===== config.mk =====
export PLATFORM = sky130hd
export DESIGN_NAME = tlkc_ctrl
export DESIGN_NICKNAME = d
export VERILOG_FILES = /design/src/hdl/tlkc_pkg.sv /design/src/hdl/tlkc_ctrl.sv
export SDC_FILE = /design/constraint.sdc
export NUM_CORES = 1
export LEC_CHECK = 0
export BUFFER_PORTS_ARGS = -buffer_cell sky130_fd_sc_hd__buf_2
export CAP_MARGIN = 20
export CORE_AREA = 5 5 42 44
export CTS_CLUSTER_SIZE = 16
export DETAILED_ROUTE_END_ITERATION = 7
export DIE_AREA = 0 0 47 49
export GPL_TIMING_DRIVEN = 0
export PLACE_DENSITY = 0.53
export RECOVER_POWER = 25
export SYNTH_ARGS = -nofsm -noshare
export SYNTH_HDL_FRONTEND = slang
export SYNTH_SLANG_ARGS = --single-unit

===== constraint.sdc =====
create_clock -name clk -period 3 [get_ports clk]
set_clock_uncertainty 0.15 [all_clocks]
set_input_delay 0.6 -clock clk [delete_from_list [all_inputs] [get_ports clk]]
set_output_delay 0.6 -clock clk [all_outputs]
set_load 0.01 [all_outputs]

===== src/hdl/tlkc_pkg.sv =====
// ----------------------------------------------------------------------------
// tlkc_pkg
// Shared types, codes and character helpers for the token lexer with keyword
// table: payload structs, controller commands and datapath status.
// ----------------------------------------------------------------------------
package tlkc_pkg;

  localparam int unsigned KEYWORD_SLOTS_DEFAULT = 64;
  localparam int unsigned TOKEN_CHARS_DEFAULT   = 32;

  localparam logic [1:0] OP_KW_CHAR  = 2'd0;
  localparam logic [1:0] OP_KW_END   = 2'd1;
  localparam logic [1:0] OP_SRC_BYTE = 2'd2;
  localparam logic [1:0] OP_SRC_END  = 2'd3;

  localparam logic [2:0] CLS_KEYWORD  = 3'd0;
  localparam logic [2:0] CLS_IDENT    = 3'd1;
  localparam logic [2:0] CLS_NUMBER   = 3'd2;
  localparam logic [2:0] CLS_OPERATOR = 3'd3;
  localparam logic [2:0] CLS_UNKNOWN  = 3'd4;

  typedef struct packed {
    logic [1:0] opcode;
    logic [7:0] char_byte;
  } in_item_t;

  typedef struct packed {
    logic [2:0]  token_class;
    logic [4:0]  token_length;
    logic [15:0] token_number;
    logic        last_of_run;
  } out_item_t;

  typedef struct packed {
    logic exec;
    logic load_word_tok;
    logic load_sym_tok;
    logic slot_clr;
    logic slot_inc;
    logic k_clr;
    logic k_inc;
    logic set_keyword;
    logic set_fallback;
    logic emit;
    logic last;
  } cmd_t;

  typedef struct packed {
    logic [1:0] op;
    logic       word_char;
    logic       space;
    logic       word_nonempty;
    logic       slot_valid;
    logic       at_end;
    logic       end_ok;
    logic       char_ok;
    logic       out_free;
  } stat_t;

  function automatic logic is_alpha(input logic [7:0] c);
    return (c >= 8'h61 && c <= 8'h7A) || (c >= 8'h41 && c <= 8'h5A);
  endfunction

  function automatic logic is_digit(input logic [7:0] c);
    return c >= 8'h30 && c <= 8'h39;
  endfunction

  function automatic logic is_space(input logic [7:0] c);
    return c == 8'h20 || (c >= 8'h09 && c <= 8'h0D);
  endfunction

  function automatic logic is_word_char(input logic [7:0] c);
    return is_alpha(c) || is_digit(c) || c == 8'h5F;
  endfunction

  function automatic logic [7:0] to_lower(input logic [7:0] c);
    return (c >= 8'h41 && c <= 8'h5A) ? c + 8'd32 : c;
  endfunction

  function automatic logic is_operator(input logic [7:0] c);
    return c == 8'h2B || c == 8'h2D || c == 8'h3D || c == 8'h2A ||
           c == 8'h2F || c == 8'h28 || c == 8'h29 || c == 8'h2C;
  endfunction

  function automatic logic [2:0] fallback_class(input logic [7:0] first,
                                                input logic       single);
    logic [2:0] cls;
    if (is_alpha(first) || first == 8'h5F) begin
      cls = CLS_IDENT;
    end else if (is_digit(first)) begin
      cls = CLS_NUMBER;
    end else if (single && is_operator(first)) begin
      cls = CLS_OPERATOR;
    end else begin
      cls = CLS_UNKNOWN;
    end
    return cls;
  endfunction

endpackage


===== src/hdl/tlkc_ctrl.sv =====
// ----------------------------------------------------------------------------
// tlkc_ctrl
// Controller: accepts items, runs the per-item update, sequences the keyword
// table scan for each token and hands finished tokens to the output register.
// ----------------------------------------------------------------------------
module tlkc_ctrl (
  input  logic           clk,
  input  logic           rst,
  input  logic           src_valid,
  output logic           src_ready,
  input  tlkc_pkg::stat_t st,
  output tlkc_pkg::cmd_t  cmd
);

  localparam logic [1:0] ST_IDLE = 2'd0;
  localparam logic [1:0] ST_EXEC = 2'd1;
  localparam logic [1:0] ST_CMP  = 2'd2;
  localparam logic [1:0] ST_OUT  = 2'd3;

  logic [1:0] state;
  logic [1:0] state_next;
  logic       sym_pending;
  logic       sym_pending_next;

  assign src_ready = (state == ST_IDLE);

  always_comb begin
    cmd              = '0;
    state_next       = state;
    sym_pending_next = sym_pending;
    unique case (state)
      ST_IDLE: begin
        if (src_valid) begin
          state_next = ST_EXEC;
        end
      end
      ST_EXEC: begin
        cmd.exec     = 1'b1;
        cmd.slot_clr = 1'b1;
        cmd.k_clr    = 1'b1;
        state_next   = ST_IDLE;
        unique case (st.op)
          tlkc_pkg::OP_SRC_BYTE: begin
            if (!st.word_char) begin
              if (st.word_nonempty) begin
                cmd.load_word_tok = 1'b1;
                sym_pending_next  = !st.space;
                state_next        = ST_CMP;
              end else if (!st.space) begin
                cmd.load_sym_tok = 1'b1;
                sym_pending_next = 1'b0;
                state_next       = ST_CMP;
              end
            end
          end
          tlkc_pkg::OP_SRC_END: begin
            if (st.word_nonempty) begin
              cmd.load_word_tok = 1'b1;
              sym_pending_next  = 1'b0;
              state_next        = ST_CMP;
            end
          end
          default: begin
            state_next = ST_IDLE;
          end
        endcase
      end
      ST_CMP: begin
        if (!st.slot_valid) begin
          cmd.set_fallback = 1'b1;
          state_next       = ST_OUT;
        end else if (st.at_end && st.end_ok) begin
          cmd.set_keyword = 1'b1;
          state_next      = ST_OUT;
        end else if (!st.at_end && st.char_ok) begin
          cmd.k_inc = 1'b1;
        end else begin
          cmd.slot_inc = 1'b1;
          cmd.k_clr    = 1'b1;
        end
      end
      ST_OUT: begin
        if (st.out_free) begin
          cmd.emit = 1'b1;
          cmd.last = !sym_pending;
          if (sym_pending) begin
            cmd.load_sym_tok = 1'b1;
            cmd.slot_clr     = 1'b1;
            cmd.k_clr        = 1'b1;
            sym_pending_next = 1'b0;
            state_next       = ST_CMP;
          end else begin
            state_next = ST_IDLE;
          end
        end
      end
      default: begin
        state_next = ST_IDLE;
      end
    endcase
  end

  always_ff @(posedge clk) begin
    if (rst) begin
      state       <= ST_IDLE;
      sym_pending <= 1'b0;
    end else begin
      state       <= state_next;
      sym_pending <= sym_pending_next;
    end
  end

endmodule


==> summary.md <==
| Metric | Value |
|---|---|
| Outcome | finished, final reports clean |
| Starting Density | ~22% |
| Arrival @ worst endpoint | between 1.5 and 2 ns |
| Vias in the first global route | 338 |
| Post-layout min period | approximately 2.3 ns |
| Slew @ Worst Pin | ~0.33 ns |
| Unique cell type count in the Yosys netlist | 24 |
| Met3 Use GR | just over 4% |
| Critical path launch point type | register |
| RR Endpoint | sym_pending |
| GR Layer Usage met1 | between 9 and 10% |
| Max-Cap Viols | 0 |
| Most Used Layer, Global Route | met2 |
| Clock Latency Late Sink | 0.23 ns |
| Worst r2r src | state[0] |
| Min-Delay Endpoint | state[1] |
| Nets | around 80 |
| Ports | 25 |
| DRT Pass-1 Iters | 2 |
| Share of the synthesized area in the top cell type | about a fifth |
| Fill cell count | 168 |
| H-tree levels | 1 |
| Slew Viols, Final | 0 |
| Max IR drop VDD | 140 µV |
| Avg WL per Cell | between 10 and 15 µm |
| # rows | 14 |
| First-pass GRT wire length | roughly 1300 µm |
| Overall power | between 0.15 and 0.2 mW |
| CTS max path bufs | 2 |
| Final TNS setup | 0 ns |
| Die area | ~0.0023 mm² |
| Hold path cells | 2 |
| Top cells by area, synth | dfxtp_1 (19%), a2111oi_4 (8.8%), nand2b_1 (6.0%) |
| Final setup vio count | 0 |
| HPWL after DPL | 735 µm |
| Diode count | 0 |
| GP Congestion | roughly 0.63 |
| CTS Root Cell | clkbuf_4 |
| Post-synthesis cell type with the largest combined area | dfxtp_1 |
| Clk sinks | 3 |
| Syn Inst Count | 39 |
| Crit Path Max Fanout | 10 |
| Nature of the critical path endpoint | output pin |
| Seq/Total Area, Yosys | a little under a fifth |
| Die Wd | 47 µm |
| Mapped Area | 313 µm² |
| FMAX | ~430 MHz |
| Critical Path RT | roughly 2.3 ns |
| Final Hold Vio Count | 0 |
| Grt total ovfl | 0 |
| CTS Buf Count | 3 |
| IO Port Bufs | 24 |
| Gates resized, CTS repair | 0 |
| Layout cells sized above 1 | just under 50% |
| Largest net degree at the start of global routing | 11 |
| DRT iter0 DRCs | 3 |
| Initial antenna violation count | 0 |
| Crit Path Category | register to output pin |
| Hold Startpoint | sym_pending |
| Worst Hold Class | register to register |
| Cts hold-fix bufs | 0 |
| TritonCTS clock tree | built |
| Core box area | between 0.001 and 0.0015 mm² |
| Total nets after synthesis | 52 |
| Pleak | between 0.2 and 0.25 nW |
| Unrepaired setup endpoints after global routing | false |
| Reg area | between 60 and 70 µm² |
| R2R depth | 5 |
| Area Overhead vs Synth | 48.4% |
| Synth warn | 0 |
| Power Dens Cells | between 300 and 400 mW/mm² |
| Post-route ant nets | 0 |
| GRT Resource Usage Total | under 10% |
| Die Ht | approximately 50 µm |
| Final Cycle Share | 77.8% |
| Post-CTS setup repair buffer count | 0 |
| Met2 Use GR | between 10 and 15% |
| Rel. slew slack | 77.8% |
| Clk pin slew, worst setup/hold paths | 0.04 ns |
| Via count | 367 |
| Via/cell ratio | 4.42 |
| #FFs+latches synth | 3 |
| Drt total wl | slightly below 900 µm |
| Multi-input gate area | 226 µm² |
| # DRC | 0 |
| R2R setup slack | roughly 1.5 ns |
| Mean post-synth cell area | 8.02 µm² |
==> Yosys cell counts (all sizes together) <==
| master | instances |
|---|---|
| a32o | 1 |
| or2 | 1 |
| nand2b | 3 |
| nand3b | 1 |
| nor3 | 2 |
| a2111oi | 1 |
| dfxtp | 3 |
| a21boi | 1 |
| nor2 | 5 |
| o211ai | 1 |
| and2b | 1 |
| buf | 2 |
| and2 | 1 |
| nor3b | 1 |
| nand2 | 5 |
| nor2b | 3 |
| o211a | 1 |
| a22o | 1 |
| and3 | 1 |
| a21oi | 3 |
| nor4 | 1 |
==> flip-flops by register name, summed over array words and instances (netlist names) <==
register	flops
state	2
sym_pending	1
==> where the power goes <==
part	switching, mW	internal (mW)
combinational	0.0216	0.0181
sequential	0.000426	0.0417
clock	0.0195	0.0497
total	0.0415	0.110
==> critical path, stage by stage (launching register included) <==
cell,delay (ns)
dfxtp_1,0.29
clkbuf_1,0.28
nand3b_1,0.20
a21oi_1,0.07
and2_4,0.16
or2_1,0.21
buf_2,0.14
==> how the worst max path moves through the flow <==
stage,startpoint,end,slack (ns),cells past startpoint
finish,state[0],cmd[5],0.67,6
global route,state[0],cmd[5],0.55,6
CTS,state[0],cmd[5],0.84,6
detailed placement,st[4],cmd[5],0.86,6
global placement,st[4],cmd[5],0.85,6
floorplan,st[4],cmd[5],1.07,4
==> final cells by class <==
type,instances,area share [%]
plain buffers,2,2.43
clock buffers,4,5.66
multi-input cells,34,48.8
flip-flops and latches,3,12.9
well taps,16,4.31
repair buffers,24,25.9
==> cell usage in the layout, fill, tap and decap left out <==
cell type	count
o211a_1	1
or2_1	1
o211ai_1	1
and2_4	1
nand2_2	1
nor2_1	5
a32o_1	1
nor4_1	1
nand3b_1	1
nand2_1	4
a21oi_1	3
nand2b_1	3
a22o_1	1
clkbuf_4	3
clkbuf_1	2
a21boi_0	1
nor3_1	2
a2111oi_4	1
nor3b_1	1
and3_2	1
dfxtp_1	3
and2b_2	1
nor2b_1	3
buf_2	24
buf_4	1
==> routing by layer <==
layer | up-vias | part of all wire [%]
met4 | 0 | 0
met1 | 152 | 45
met3 | 0 | 12
met2 | 22 | 43
met5 | - | 0
li1 | 193 | -
==> stage by stage <==
stage / instance area [µm²] / setup slack, ns / hold slack [ns] / cells / util, %
finish: 464 / 0.666 / 0.467 / 83 / 33.1
global route: 464 / 0.549 / 0.481 / 83 / 33.1
CTS: 479 / 0.836 / 0.462 / 83 / 34.2
detailed placement: 453 / 0.860 / 0.458 / 79 / 32.3
global placement: 453 / 0.847 / 0.462 / 79 / 32.3
floorplan: 313 / 1.07 / 0.453 / 39 / -
==> logic make-up (layout without fill, tap and decap cells) <==
family,after synthesis,in the layout,share of synthesized area (%)
compound gates,9,9,27.6
flops,3,3,19.2
simple gates,25,25,47.2
buf+inv,2,30,6.00
Note: power is estimated with default switching activity, not from simulation.
